`src/kdhr_pkg.sv`:
```
// ----------------------------------------------------------------------------
// kdhr_pkg - shared types and constants for the key debouncer
// Holds the transfer structs, the channel entry layout, register indexes
// and event codes used by every module of the block.
// ----------------------------------------------------------------------------
package kdhr_pkg;

    // Default sizing
    localparam int NUM_CHANNELS_DEF = 64;
    localparam int LINE_COUNT_DEF   = 8;

    // Configuration register indexes
    localparam logic [2:0] CFG_SOURCE_HANDLE = 3'd0;
    localparam logic [2:0] CFG_SETTLE_MS     = 3'd1;
    localparam logic [2:0] CFG_REPEAT_MS     = 3'd2;
    localparam logic [2:0] CFG_KIND_ENABLE   = 3'd3;
    localparam logic [2:0] CFG_NUM_ROWS      = 3'd4;
    localparam logic [2:0] CFG_COLUMN_COUNT  = 3'd5;

    // Configuration reset values
    localparam logic [2:0]  RST_SOURCE_HANDLE = 3'd0;
    localparam logic [15:0] RST_SETTLE_MS     = 16'd20;
    localparam logic [15:0] RST_REPEAT_MS     = 16'd0;
    localparam logic [2:0]  RST_KIND_ENABLE   = 3'd7;
    localparam logic [3:0]  RST_NUM_ROWS      = 4'd8;
    localparam logic [3:0]  RST_COLUMN_COUNT  = 4'd0;

    // Event kinds
    localparam logic [1:0] EV_DOWN = 2'd0;
    localparam logic [1:0] EV_UP   = 2'd1;
    localparam logic [1:0] EV_HELD = 2'd2;

    // One raw key sample
    typedef struct packed {
        logic [2:0]  row;
        logic [2:0]  column;
        logic        pressed;
        logic [31:0] now_ms;
    } t_in_item;

    // One key event
    typedef struct packed {
        logic [2:0]  source;
        logic [1:0]  event_kind;
        logic [2:0]  out_row;
        logic [2:0]  out_column;
        logic        column_present;
        logic [31:0] event_tick;
        logic [31:0] press_span;
    } t_out_item;

    // Configuration register file contents
    typedef struct packed {
        logic [2:0]  source_handle;
        logic [15:0] settle_ms;
        logic [15:0] repeat_ms;
        logic [2:0]  kind_enable;
        logic [3:0]  num_rows;
        logic [3:0]  column_count;
    } t_cfg;

    // Sample prepared for the update stage
    typedef struct packed {
        logic [2:0]  row;
        logic [2:0]  column;
        logic        matrix;
        logic        pressed;
        logic [31:0] now_ms;
        logic [31:0] next_repeat_ms;
    } t_stage;

    // Per-channel state kept in memory; the initialized flag lives in flops
    typedef struct packed {
        logic        stable;
        logic        raw;
        logic [31:0] last_change;
        logic [31:0] press_start;
        logic [31:0] next_repeat;
    } t_entry;

endpackage

```
`src/kdhr_front.sv`:
```
// ----------------------------------------------------------------------------
// kdhr_front - sample decode
// Checks the sample against the configured rows and columns, forms the
// channel index and precomputes the next repeat tick.
// ----------------------------------------------------------------------------
module kdhr_front
    import kdhr_pkg::*;
#(
    parameter int NUM_CHANNELS = NUM_CHANNELS_DEF,
    parameter int LINE_COUNT   = LINE_COUNT_DEF,
    parameter int IDX_W        = 6
) (
    input  t_cfg             i_cfg,
    input  t_in_item         i_item,
    output logic             o_in_range,
    output logic [IDX_W-1:0] o_idx,
    output t_stage           o_stage
);

    localparam logic [4:0] LINE_LIM = 5'(LINE_COUNT);
    localparam logic [8:0] CHAN_LIM = 9'(NUM_CHANNELS);

    logic       matrix;
    logic       row_ok;
    logic       col_ok;
    logic [8:0] idx_full;

    // Range checks and channel index
    always_comb begin
        matrix   = (i_cfg.column_count != 4'd0);
        row_ok   = ({1'b0, i_item.row} < i_cfg.num_rows) &&
                   ({2'b00, i_item.row} < LINE_LIM);
        col_ok   = ({1'b0, i_item.column} < i_cfg.column_count) &&
                   ({2'b00, i_item.column} < LINE_LIM);
        if (matrix) begin
            idx_full = 9'(i_item.column) * 9'(i_cfg.num_rows) + 9'(i_item.row);
        end else begin
            idx_full = 9'(i_item.row);
        end
        o_in_range = row_ok && (!matrix || col_ok) && (idx_full < CHAN_LIM);
        o_idx      = idx_full[IDX_W-1:0];
    end

    // Prepare the stage payload
    always_comb begin
        o_stage.row            = i_item.row;
        o_stage.column         = matrix ? i_item.column : 3'd0;
        o_stage.matrix         = matrix;
        o_stage.pressed        = i_item.pressed;
        o_stage.now_ms         = i_item.now_ms;
        o_stage.next_repeat_ms = i_item.now_ms + {16'd0, i_cfg.repeat_ms};
    end

endmodule

```
`config.mk`:
```
export PLATFORM = sky130hd
export DESIGN_NAME = kdhr_front
export DESIGN_NICKNAME = d
export VERILOG_FILES = /design/src/kdhr_pkg.sv /design/src/kdhr_front.sv
export SDC_FILE = /design/constraint.sdc
export NUM_CORES = 1
export LEC_CHECK = 0
export BUFFER_PORTS_ARGS = -buffer_cell sky130_fd_sc_hd__buf_2
export CAP_MARGIN = 5
export CELL_PAD_IN_SITES_DETAIL_PLACEMENT = 1
export CELL_PAD_IN_SITES_GLOBAL_PLACEMENT = 2
export CORE_UTILIZATION = 20
export DETAILED_ROUTE_END_ITERATION = 16
export PLACE_DENSITY_LB_ADDON = 0.1
export SLEW_MARGIN = 20
export SYNTH_ARGS = -nofsm -noshare
export SYNTH_HDL_FRONTEND = slang
export SYNTH_SLANG_ARGS = --single-unit
```
`constraint.sdc`:
```
create_clock -name vclk -period 3.5
set_input_delay 0.525 -clock vclk [all_inputs]
set_output_delay 0.525 -clock vclk [all_outputs]
set_load 0.01 [all_outputs]
```
==> out/results.txt <==
Status: complete, but fails checks
Failing checks: setup timing
Total grt overflow: 0
Routed len/inst: 12.20 um
Crit. End Element: output port
Crit Path Class: in2out
P_leak: 1.410 nW
CP arrival: 3.05 ns
Gp weighted congestion: 0.7350
Antenna Nets Post-Route: 0
Die W: 101.7 um
Die area: 0.01034 sq mm
Die Ht: 101.7 um
Vias: 2159
Ant diodes: 0
Setup Viol. Count Final: 1
Synthesized area: 0.001988 sq mm
CP Launch Point: i_item[33]
Commonest non-fill, non-tap cells in the layout: buf_2 (136), ha_1 (29), inv_1 (21), xnor2_1 (21), a21oi_1 (18)
Critical Path Fanout Max: 2
Hpwl dp: 5.466 mm
Place WS: -0.3447 ns
Finished layout cell area: 0.002708 sq mm
First-pass GRT wire length: 9.977 mm
Delay-heaviest family, CP: adder cells
Filler Cell Count: 1214
Critical path endpoint: o_in_range
Syn-to-layout area delta: 36.19%
Number of remaining DRC errors: 0
Final Hold Viols: 0
Vias in the first global route: 2145
P per Cell Area: 182.5 mW/mm^2
Finished Layout Cells: 506
Cells after Synth: 264
Layout net count: 497
Gr usage total: 0.1157
Crit path top cell by count: fa_1
Post-synthesis cell type count: 42
Sequential-to-total area share from yosys stat: 0
CP bufs+invs: 3
Final min period: 3.580 ns
Placed Instances: 505
Total of warnings raised by yosys: 0
Slew @ Worst Pin: 0.6117 ns
Worst path cell trace: buf_6, nand2_4, fa_1, inv_1, fa_1, ha_1, a21o_1, a21oi_2, nor2_1, o21ai_1, mux2i_1, o31ai_1, buf_2
Slowest stage cell on the critical path: fa_1
Avg Cell Area, Syn: 7.531 sq um
Largest net degree at the start of global routing: 13
FP Rows: 36
Vias per inst: 4.267
Layout clock buffers: 0
Core Area: 0.009684 sq mm
Total Wirelength: 6.175 mm
Total iterations of the first detailed-routing run: 4
Layout cells sized above 1: 0.4584
Syn Nets: 386
Seq_cells: 0
Io pins: 164
Peak VDD IR: 0.06776 mV
# hold bufs at CTS: 0
CP peak stage delay: 0.53 ns
Max Fclk: 0.2793 GHz
Critical Path Source Type: primary input
Final worst-path cycle share: 1.023
Reg area: 0 sq um
Most common library cell in the layout ignoring fill and taps: buf_2
Final setup margin: -0.07981 ns
Slew HR: 0.5858
Area after DPL: 0.002619 sq mm
Area of the multi-input gates: 0.001684 sq mm
I/O Buffers: 140
Initial antenna violation count: 0
Final core utilization: 0.2796
Initial detailed-routing violation count: 18
Max-slew violations: 0
Crit path required time: 2.97 ns
Initial Util: 0.2053
Max_cap viols: 0
Stages on worst setup path: 13
Worst min path class: in2out
RSZ-0062 raised after global routing: true
power by group:
| part | internal (mW) | switching (mW) | leakage [nW] | total (mW) |
|---|---|---|---|---|
| Clock | 0 | 0 | 0 | 0 |
| Sequential | 0 | 0 | 0 | 0 |
| Combinational | 0.228 | 0.266 | 1.41 | 0.494 |
| Total | 0.228 | 0.266 | 1.41 | 0.494 |
synth_stat cells (2+ instances only):
master / instances / share of area
nand3_1: 8 / 0.020
o21a_1: 3 / 0.011
nor2_1: 13 / 0.025
o2111ai_1: 2 / 0.0088
nor2b_1: 5 / 0.016
fa_1: 5 / 0.050
buf_4: 37 / 0.14
a21oi_1: 19 / 0.048
and3_1: 4 / 0.013
mux2_2: 2 / 0.011
o211ai_1: 4 / 0.015
o21ai_0: 9 / 0.023
o21ai_1: 5 / 0.013
and4_1: 2 / 0.0088
nand4_1: 3 / 0.0094
nor3_1: 2 / 0.0050
or2_2: 2 / 0.0063
and2_1: 10 / 0.031
ha_1: 32 / 0.20
nand2b_1: 5 / 0.016
xor2_1: 7 / 0.031
nor4_1: 2 / 0.0063
nand2_1: 15 / 0.028
xnor2_1: 22 / 0.097
o31ai_1: 2 / 0.0075
and3_4: 2 / 0.011
a21o_1: 7 / 0.026
inv_1: 21 / 0.040
stage by stage:
stage	setup TNS [ns]	hold WS [ns]	total power, mW
6_report	-0.07981	1.050	0.4942
5_1_grt	-0.2119	1.050	0.5616
4_1_cts	-0.1879	1.050	0.5048
3_5_place_dp	-0.4472	1.050	0.4790
3_3_place_gp	-0.4054	1.050	0.4760
2_1_floorplan	0	1.130	0.3059
logic make-up after synthesis:
| group | after synthesis | synth area share |
|---|---|---|
| buf+inv | 59 | 0.1812 |
| compound gates | 60 | 0.2077 |
| mux | 3 | 0.01636 |
| fa+ha+maj | 37 | 0.2517 |
| simple gates | 75 | 0.2070 |
| xor+xnor | 30 | 0.1359 |
final cells by class:
type / instances / area share
Multi-Input combinational cell: 205 / 0.6220
Inverter: 21 / 0.02911
Tap cell: 133 / 0.06146
Timing Repair Buffer: 147 / 0.2874
worst min-delay path by stage:
stage | to | depth (start not counted) | slack (ns) | startpoint
2_1_floorplan | o_stage[16] | 1 | 1.13 | i_item[16]
3_3_place_gp | o_stage[64] | 0 | 1.05 | i_item[32]
3_5_place_dp | o_stage[64] | 0 | 1.05 | i_item[32]
4_1_cts | o_stage[64] | 0 | 1.05 | i_item[32]
5_1_grt | o_stage[64] | 0 | 1.05 | i_item[32]
6_report | o_stage[64] | 0 | 1.05 | i_item[32]
metal layers:
metal  track usage  wire [um]  share of wire  up-vias
li1              -          -              -     1106
met1        0.1532       2762           0.45      985
met2        0.2173       3061           0.50       68
met3      0.006211        351          0.057        0
met4             0          0              0        0
met5             0          0              0        -
repair_timing:
| action | CTS | global route |
|---|---|---|
| endpoints found under the setup margin | 2 | 3 |
| pin swaps | 9 | 5 |
| setup buffers | 4 | 0 |
| gates resized for setup | 13 | 4 |
Power figures use the tool's default switching activity.
