===== config.mk =====
export PLATFORM = sky130hd
export DESIGN_NAME = kdhr_update
export DESIGN_NICKNAME = d
export VERILOG_FILES = /design/src/kdhr_pkg.sv /design/src/kdhr_update.sv
export SDC_FILE = /design/constraint.sdc
export NUM_CORES = 1
export LEC_CHECK = 0
export BUFFER_PORTS_ARGS = -buffer_cell sky130_fd_sc_hd__buf_4
export CAP_MARGIN = 15
export CORE_AREA = 2 2 150 152
export DETAILED_ROUTE_END_ITERATION = 16
export DIE_AREA = 0 0 152 154
export PLACE_DENSITY = 0.68
export REMOVE_ABC_BUFFERS = 1
export SETUP_SLACK_MARGIN = 0.05
export SYNTH_ARGS = -nofsm -noshare
export SYNTH_HDL_FRONTEND = slang
export SYNTH_SLANG_ARGS = --single-unit

===== constraint.sdc =====
create_clock -name vclk -period 6.28
set_clock_uncertainty 0.1 [all_clocks]
set_input_delay 0.314 -clock vclk [all_inputs]
set_output_delay 0.314 -clock vclk [all_outputs]
set_load 0.1 [all_outputs]

===== src/kdhr_pkg.sv =====
// ----------------------------------------------------------------------------
// kdhr_pkg - shared types and constants for the key debouncer
// Holds the transfer structs, the channel entry layout, register indexes
// and event codes used by every module of the block.
// ----------------------------------------------------------------------------
package kdhr_pkg;

    // Default sizing
    localparam int NUM_CHANNELS_DEF = 64;
    localparam int LINE_COUNT_DEF   = 8;

    // Configuration register indexes
    localparam logic [2:0] CFG_SOURCE_HANDLE = 3'd0;
    localparam logic [2:0] CFG_SETTLE_MS     = 3'd1;
    localparam logic [2:0] CFG_REPEAT_MS     = 3'd2;
    localparam logic [2:0] CFG_KIND_ENABLE   = 3'd3;
    localparam logic [2:0] CFG_NUM_ROWS      = 3'd4;
    localparam logic [2:0] CFG_COLUMN_COUNT  = 3'd5;

    // Configuration reset values
    localparam logic [2:0]  RST_SOURCE_HANDLE = 3'd0;
    localparam logic [15:0] RST_SETTLE_MS     = 16'd20;
    localparam logic [15:0] RST_REPEAT_MS     = 16'd0;
    localparam logic [2:0]  RST_KIND_ENABLE   = 3'd7;
    localparam logic [3:0]  RST_NUM_ROWS      = 4'd8;
    localparam logic [3:0]  RST_COLUMN_COUNT  = 4'd0;

    // Event kinds
    localparam logic [1:0] EV_DOWN = 2'd0;
    localparam logic [1:0] EV_UP   = 2'd1;
    localparam logic [1:0] EV_HELD = 2'd2;

    // One raw key sample
    typedef struct packed {
        logic [2:0]  row;
        logic [2:0]  column;
        logic        pressed;
        logic [31:0] now_ms;
    } t_in_item;

    // One key event
    typedef struct packed {
        logic [2:0]  source;
        logic [1:0]  event_kind;
        logic [2:0]  out_row;
        logic [2:0]  out_column;
        logic        column_present;
        logic [31:0] event_tick;
        logic [31:0] press_span;
    } t_out_item;

    // Configuration register file contents
    typedef struct packed {
        logic [2:0]  source_handle;
        logic [15:0] settle_ms;
        logic [15:0] repeat_ms;
        logic [2:0]  kind_enable;
        logic [3:0]  num_rows;
        logic [3:0]  column_count;
    } t_cfg;

    // Sample prepared for the update stage
    typedef struct packed {
        logic [2:0]  row;
        logic [2:0]  column;
        logic        matrix;
        logic        pressed;
        logic [31:0] now_ms;
        logic [31:0] next_repeat_ms;
    } t_stage;

    // Per-channel state kept in memory; the initialized flag lives in flops
    typedef struct packed {
        logic        stable;
        logic        raw;
        logic [31:0] last_change;
        logic [31:0] press_start;
        logic [31:0] next_repeat;
    } t_entry;

endpackage


===== src/kdhr_update.sv =====
// ----------------------------------------------------------------------------
// kdhr_update - debounce and repeat decision
// Takes the stored entry of one channel and the new sample, returns the
// entry to write back and the event to raise, if any.
// ----------------------------------------------------------------------------
module kdhr_update
    import kdhr_pkg::*;
(
    input  t_cfg      i_cfg,
    input  t_stage    i_stage,
    input  logic      i_init,
    input  t_entry    i_entry,
    output t_entry    o_entry,
    output logic      o_emit,
    output t_out_item o_event
);

    logic [31:0] since_change;
    logic [31:0] since_press;
    logic [31:0] to_repeat;
    logic        fire;
    logic [1:0]  kind;
    logic [31:0] duration;

    // Tick differences, all modulo 2^32
    always_comb begin
        since_change = i_stage.now_ms - i_entry.last_change;
        since_press  = i_stage.now_ms - i_entry.press_start;
        to_repeat    = i_stage.now_ms - i_entry.next_repeat;
    end

    // Update the channel state and pick the event
    always_comb begin
        o_entry  = i_entry;
        fire     = 1'b0;
        kind     = EV_DOWN;
        duration = 32'd0;
        if (!i_init) begin
            // seed the channel without an event
            o_entry.stable      = i_stage.pressed;
            o_entry.raw         = i_stage.pressed;
            o_entry.last_change = i_stage.now_ms;
            if (i_stage.pressed) begin
                o_entry.press_start = i_stage.now_ms;
                o_entry.next_repeat = i_stage.next_repeat_ms;
            end
        end else if (i_entry.raw != i_stage.pressed) begin
            // level moved: restart the debounce timer
            o_entry.raw         = i_stage.pressed;
            o_entry.last_change = i_stage.now_ms;
        end else if (i_entry.stable != i_stage.pressed) begin
            if (since_change >= {16'd0, i_cfg.settle_ms}) begin
                o_entry.stable = i_stage.pressed;
                fire           = 1'b1;
                if (i_stage.pressed) begin
                    o_entry.press_start = i_stage.now_ms;
                    o_entry.next_repeat = i_stage.next_repeat_ms;
                    kind                = EV_DOWN;
                end else begin
                    kind     = EV_UP;
                    duration = since_press;
                end
            end
        end else if (i_entry.stable && (i_cfg.repeat_ms != 16'd0) && !to_repeat[31]) begin
            // held key: schedule the next repeat
            o_entry.next_repeat = i_stage.next_repeat_ms;
            fire                = 1'b1;
            kind                = EV_HELD;
            duration            = since_press;
        end
    end

    // Filter by the enable bits and build the event
    always_comb begin
        o_emit                 = fire && i_cfg.kind_enable[kind];
        o_event.source         = i_cfg.source_handle;
        o_event.event_kind     = kind;
        o_event.out_row        = i_stage.row;
        o_event.out_column     = i_stage.column;
        o_event.column_present = i_stage.matrix;
        o_event.event_tick     = i_stage.now_ms;
        o_event.press_span     = duration;
    end

endmodule


==> out/results.ini, run 1 <==
[route]
wire_per_inst_um=18.0
drt_iter0_drc=541
drt_wl_total_mm=27.9
drc_errors=0
drt-pass1-iter-count=5
viasPerCell=5.16
antenna_left=0
vias=8004

[placed_design]
dp_cells=1544
gp_congestion=0.905
place.port_buffers=364
dpl.hpwl_mm=23.3
dp_slack_ns=0.114
place_area_mm2=0.00946

[synth]
synthCells=964
synth_cell_types=63
synth_top_area_cell=ha_1
postSynthAreaPerCell_um2=6.95
synth_area_mm2=0.00670
synth.area.top_cells=ha_1 (20%), inv_1 (7.3%), mux2_4 (6.5%), mux2_2 (6.0%), o21ai_0 (4.9%)
yosysTopAreaCellShare_pct=20.2
ys.warnings.count=0
yosysSeqAreaShare_pct=0

[layout]
diodes=0
seq_cell_count=0
final_net_count=1599
layout_commonest_cell=buf_4
final_area_mm2=0.00971
fin_util_pct=44.8
final_cells=1550
area_growth_pct=44.9
final_cell_mix=buf_4 (346), inv_1 (131), ha_1 (108)
register_area_um2=0
clock_buffers=0
layout-drive-gt1-share_pct=36.9

[status]
outcome=complete, no violations

[die]
start_util_pct=30.9
io_pins=392
die-area_mm2=0.0234
coreArea_mm2=0.0217
dieHeight_um=154
die_w_um=152
rows=54

[setup_path]
required_ns=5.87
crit_cells=22
critPathKind=in2out
worstPathCellList=buf_4 > inv_1 > ha_1 > fa_1 > nand2b_1 > a21o_1 > a21oi_2 > nand2b_4 > nand2_1 > a21oi_1 > xor2_1 > ha_1 > a21o_1 > a2111oi_4 > o41ai_2 > or4_1 > nor4b_2 > or4b_4 > a32o_2 > buf_12 > mux2_4 > buf_6
critPathLaunch=i_stage[32]
cp.arrival_ns=5.57
critPathCaptureType=output port
cp-start-kind=primary input
critical_path.slowest_cell=or4_1
crit_family=simple AND/OR/NAND/NOR gates
path_buf_inv=4
slowest_delay_ns=0.50
worstPathMaxFanout=32
cp-endpoint=o_entry[41]

[global_routing]
grt.total_usage_pct=21.3
grt_pass1_wl_mm=40.8
grt_max_degree=93
overflow=0
first_global_vias=7608
antenna_found_initial=0

[power]
p_per_area_mw_per_mm2=155
vdd_drop_max_mv=0.0982
p_leak_nw=5.15

[worst_hold_path]
hold_path_class=in2out

[timing]
slew_headroom_pct=36.7
finalHoldViolCount=0
post-route-min-period_ns=5.99
drv_slew=0
worst_pin_slew_ns=0.949
period_share_pct=95.4
rsz0062_at_grt=no
setup_slack_ns=0.291
finalSetupViolCount=0
max_freq_mhz=167

[run]
maxCapViolCount=0

==> synthesized netlist by cell type, drive strengths merged, types with 4 or more instances <==
cell type  instances
nand4             10
nand2b            16
buf               55
o21bai            12
xor2              17
nand2             79
clkbuf            22
a21o              28
and2               5
nor3              38
xnor2             28
o211ai             9
nor2              40
a31oi              7
nor2b              9
mux2i              5
nor4               9
nor3b              4
inv              131
o21a              20
nor4b              4
a21oi             66
mux2              65
a221oi             4
ha               108
nand3             29
a211oi            17
a41oi              4
o31ai              4
and3              13
o21ai             66
==> worst min-delay path by stage <==
stage	from	endpoint	slack, ns	depth (start not counted)
floorplan	i_stage[64]	o_entry[96]	0.53	0
global placement	i_stage[68]	o_event[67]	0.53	0
detailed placement	i_stage[68]	o_event[67]	0.53	0
CTS	i_stage[68]	o_event[67]	0.53	0
global route	i_stage[71]	o_event[70]	0.53	0
finish	i_stage[68]	o_event[67]	0.53	0
==> through the flow <==
| step | TNS, ns | power [mW] | hold slack (ns) |
|---|---|---|---|
| finish | 0 | 1.50 | 0.528 |
| global route | 0 | 1.59 | 0.528 |
| CTS | 0 | 1.46 | 0.529 |
| detailed placement | 0 | 1.46 | 0.529 |
| global placement | 0 | 1.45 | 0.529 |
| floorplan | -40.61 | 0.991 | 0.528 |
==> per-layer routing <==
metal / up-vias / GRT usage [%] / share of wire [%]
met5: - / 0 / 0
met4: 0 / 1.60 / 0.51
met3: 8 / 2.23 / 5.1
met2: 236 / 38.3 / 50
met1: 3747 / 28.6 / 45
li1: 4013 / - / -
==> where the power goes <==
group	switching (mW)	internal, mW	total, mW	leakage, nW
combinational	1.03	0.475	1.50	5.15
sequential	0	0	0	0
clock	0	0	0	0
total	1.03	0.475	1.50	5.15
==> cell type report <==
cell class / instances / area, um^2
Inverter: 131 / 492
Multi-Input combinational cell: 756 / 5820
Fill cell: 2218 / 12000
Timing Repair Buffer: 383 / 3050
Tap cell: 280 / 350
==> repair_timing <==
item                                    CTS  global route
buffers inserted                          0             5
endpoints found under the setup margin    0            98
gates resized for setup                   0            44
hold buffers                              0             0
==> kinds of logic (layout without fill, tap and decap cells) <==
family	count (synthesis)	in the layout	share of synthesized area, %
adder cells (fa/ha/maj)	110	110	20.8
AND/OR/NAND/NOR	266	266	19.8
buffers and inverters	208	514	14.6
XOR/XNOR	45	45	5.88
AO/OA/AOI/OAI	265	265	25.6
multiplexers	70	70	13.3
No activity file was read; power rests on OpenSTA's default activity.
==> inputs of run 2 (changes only) <==
- PLACE_DENSITY: 0.68 -> 0.6
==> out/results.ini, run 2 (same netlist as run 1, synthesis figures left out) <==
[timing]
slew_headroom_pct=35.7
finalHoldViolCount=0
post-route-min-period_ns=6.02
period_share_pct=95.9
drv_slew=0
hold_ws_ns=0.528
worst_pin_slew_ns=0.965
finalSetupViolCount=0
max_freq_mhz=166

[power]
p_per_area_mw_per_mm2=155
p_leak_nw=5.19
vdd_drop_max_mv=0.0931
power_mw=1.52

[placed_design]
dpl.hpwl_mm=23.4
gp_congestion=0.911
place_area_mm2=0.00944
place.port_buffers=364
dp_cells=1542

[worst_hold_path]
hold_depth=0
hp-start=i_cfg[45]
hold_path_class=in2out

[setup_path]
required_ns=5.87
critPathCaptureType=output port
cp.arrival_ns=5.61
cp-start-kind=primary input
critPathLaunch=i_stage[32]
worstPathMaxFanout=8
critPathKind=in2out

[die]
die_w_um=152
coreArea_mm2=0.0217
dieHeight_um=154
io_pins=392
start_util_pct=30.9
rows=54
die-area_mm2=0.0234

[layout]
layout-drive-gt1-share_pct=37.2
register_area_um2=0
diodes=0
final_net_count=1600
nFillCells=2238
seq_cell_count=0
final_area_mm2=0.00983
fin_util_pct=45.3
clock_buffers=0
final_cell_mix=buf_4 (342), inv_1 (130), ha_1 (107)
area_growth_pct=46.6
layout_commonest_cell=buf_4
final_cells=1551

[global_routing]
first_global_vias=7634
overflow=0
grt.total_usage_pct=21.9
antenna_found_initial=0
grt_pass1_wl_mm=41.8
grt_max_degree=93

[route]
antenna_left=0
drt-pass1-iter-count=5
viasPerCell=5.16
wire_per_inst_um=18.6
drt_wl_total_mm=28.8
drt_iter0_drc=378
drc_errors=0
vias=8004

[status]
outcome=complete, no violations

[run]
maxCapViolCount=0

-- run 2: cell types whose count changed in the layout (fill, tap and decap cells not counted), sizes merged --
cell / previous run / this run
clkinvlp: 0 / 1
inv: 131 / 130
clkbuf: 1 / 3
buf: 382 / 381
-- run 2: area by class of cell --
type / count / area, um^2 / share of cell area, %
tap: 280 / 350 / 3.56
multi-input combinational: 756 / 5830 / 59.3
inverter: 131 / 495 / 5.04
timing repair buffer: 384 / 3160 / 32.1
-- run 2: layer usage --
metal | up-vias | global-route usage [%] | part of all wire (%)
met5 | - | 0 | 0
met4 | 0 | 2.05 | 0.69
met3 | 14 | 4.06 | 6.2
met2 | 252 | 38.9 | 49
met1 | 3709 | 28.6 | 44
li1 | 4029 | - | -
-- run 2: worst paths after layout --
path / end / slack [ns]
worst min-delay path: o_event[75] / 0.53
worst max-delay path: o_entry[42] / 0.26
-- run 2: through the flow --
stage / setup TNS [ns] / setup slack (ns)
after CTS: 0 / 0.109
after detailed placement: 0 / 0.110
after global routing: -0.00487 / -0.00215
final: 0 / 0.257
after global placement: 0 / 0.165
after floorplan: -40.61 / -0.873
-- run 2: report_power, final --
group	switching (mW)	internal, mW
Clock	0	0
Sequential	0	0
Combinational	1.04	0.486
Total	1.04	0.486
-- run 2: timing repair --
| item | CTS | global route |
|---|---|---|
| setup buffers | 0 | 5 |
| endpoints found under the setup margin | 0 | 98 |
| hold buffers | 0 | 0 |
| gates resized for setup | 0 | 64 |
-- run 2: critical path: stages --
cell,delay [ns]
buf_4,0.10
clkinvlp_4,0.15
ha_4,0.20
fa_1,0.40
nand2b_1,0.19
a21o_1,0.22
a21oi_2,0.18
nand2b_4,0.16
nand2_1,0.06
a21oi_1,0.18
xor2_1,0.22
ha_1,0.28
a21o_1,0.19
a2111oi_2,0.34
o41ai_1,0.13
or4_1,0.43
nor4b_2,0.29
or4b_4,0.49
a32o_2,0.35
clkbuf_16,0.22
mux2_4,0.32
buf_12,0.17
==> inputs of run 3 (changes only) <==
- GPL_TIMING_DRIVEN: default -> 0
==> out/results.ini, run 3 (same netlist as run 1, synthesis figures left out) <==
[timing]
hold_ws_ns=0.528
worst_pin_slew_ns=0.609
finalSetupViolCount=0
rsz0062_at_grt=no
period_share_pct=96.9
finalHoldViolCount=0
max_freq_mhz=164
post-route-min-period_ns=6.09
setup_slack_ns=0.192
drv_slew=0
slew_headroom_pct=58.9
finalSetupTns_ns=0

[clock_tree]
hold_buffers=0

[route]
drt_iter0_drc=479
wire_per_inst_um=17.8
drc_errors=0
viasPerCell=5.12
vias=7920
antenna_left=0
drt_wl_total_mm=27.5
drt-pass1-iter-count=5

[layout]
layout-drive-gt1-share_pct=36.8
final_cell_mix=buf_4 (342), inv_1 (131), ha_1 (107)
final_net_count=1594
nFillCells=2258
area_growth_pct=45.2
register_area_um2=0
fin_util_pct=44.9
final_cells=1546
clock_buffers=0
layout_commonest_cell=buf_4
final_area_mm2=0.00974
seq_cell_count=0

[setup_path]
required_ns=5.87
worstPathCellList=buf_4 > inv_1 > ha_1 > fa_1 > nand2b_1 > a21o_1 > a21oi_2 > nand2b_4 > nand2_1 > a21oi_1 > xor2_1 > ha_1 > a21o_1 > a2111oi_4 > o41ai_2 > or4_1 > nor4b_2 > or4b_4 > a32o_4 > buf_4 > mux2_4 > buf_6
crit_family=simple AND/OR/NAND/NOR gates
cp-start-kind=primary input
worstPathMaxFanout=7
slowest_delay_ns=0.51
path_buf_inv=4
critical_path.slowest_cell=or4_1
cp.arrival_ns=5.67
critPathKind=in2out
critPathCaptureType=output port

[worst_hold_path]
hold_path_class=in2out

[power]
p_leak_nw=5.14
vdd_drop_max_mv=0.0944
power_mw=1.51
p_per_area_mw_per_mm2=155

[global_routing]
grt_pass1_wl_mm=41.1
overflow=0
antenna_found_initial=1
grt_max_degree=63
grt.total_usage_pct=21.3
first_global_vias=7633

[die]
start_util_pct=30.9
rows=54
die-area_mm2=0.0234
die_w_um=152
io_pins=392
dieHeight_um=154
coreArea_mm2=0.0217

[placed_design]
dp_slack_ns=-0.396
place_area_mm2=0.00943
dpl.hpwl_mm=23.1
gp_congestion=0.908
place.port_buffers=364
dp_cells=1535

[run]
maxCapViolCount=0

[status]
outcome=complete, no violations

run 3: changes by cell type in the layout (fill, tap and decap cells not counted), moves of 2 or more:
cell | before | now
clkbuf_16 | 3 | 1
buf_12 | 6 | 4
buf_6 | 27 | 29
buf_16 | 0 | 2
buf_8 | 6 | 0
run 3: layer usage:
layer	track usage [%]	part of all wire [%]	wire (um)
met3	3.66	6.3	1750
met4	2.40	1.4	398
met5	0	0	0
met1	27.8	43	11900
met2	38.0	49	13500
run 3: report_power, final:
part           switching (mW)  leakage [nW]    total (mW)  internal (mW)
clock network               0    0.00000634  0.0000000213   0.0000000213
registers                   0             0             0              0
logic                    1.03          5.14          1.51          0.478
total                    1.03          5.14          1.51          0.478
run 3: worst paths after layout:
check | start | endpoint | slack (ns) | cells after the start
max | i_stage[32] | o_entry[36] | 0.19 | 22
min | i_cfg[45] | o_event[75] | 0.53 | 0
run 3: area by class of cell:
| class | instances | area (um^2) | share of cell area, % |
|---|---|---|---|
| tap | 280 | 350 | 3.60 |
| timing repair buffer | 378 | 3050 | 31.4 |
| antenna | 1 | 2.50 | 0.0257 |
| inverter | 131 | 492 | 5.05 |
| multi-input combinational | 756 | 5840 | 60.0 |
run 3: what timing repair did:
item	in CTS	in global routing
cloned	0	1
endpoints found under the setup margin	65	97
setup buffers	5	4
gates resized for setup	4	41
pin swaps	2	4
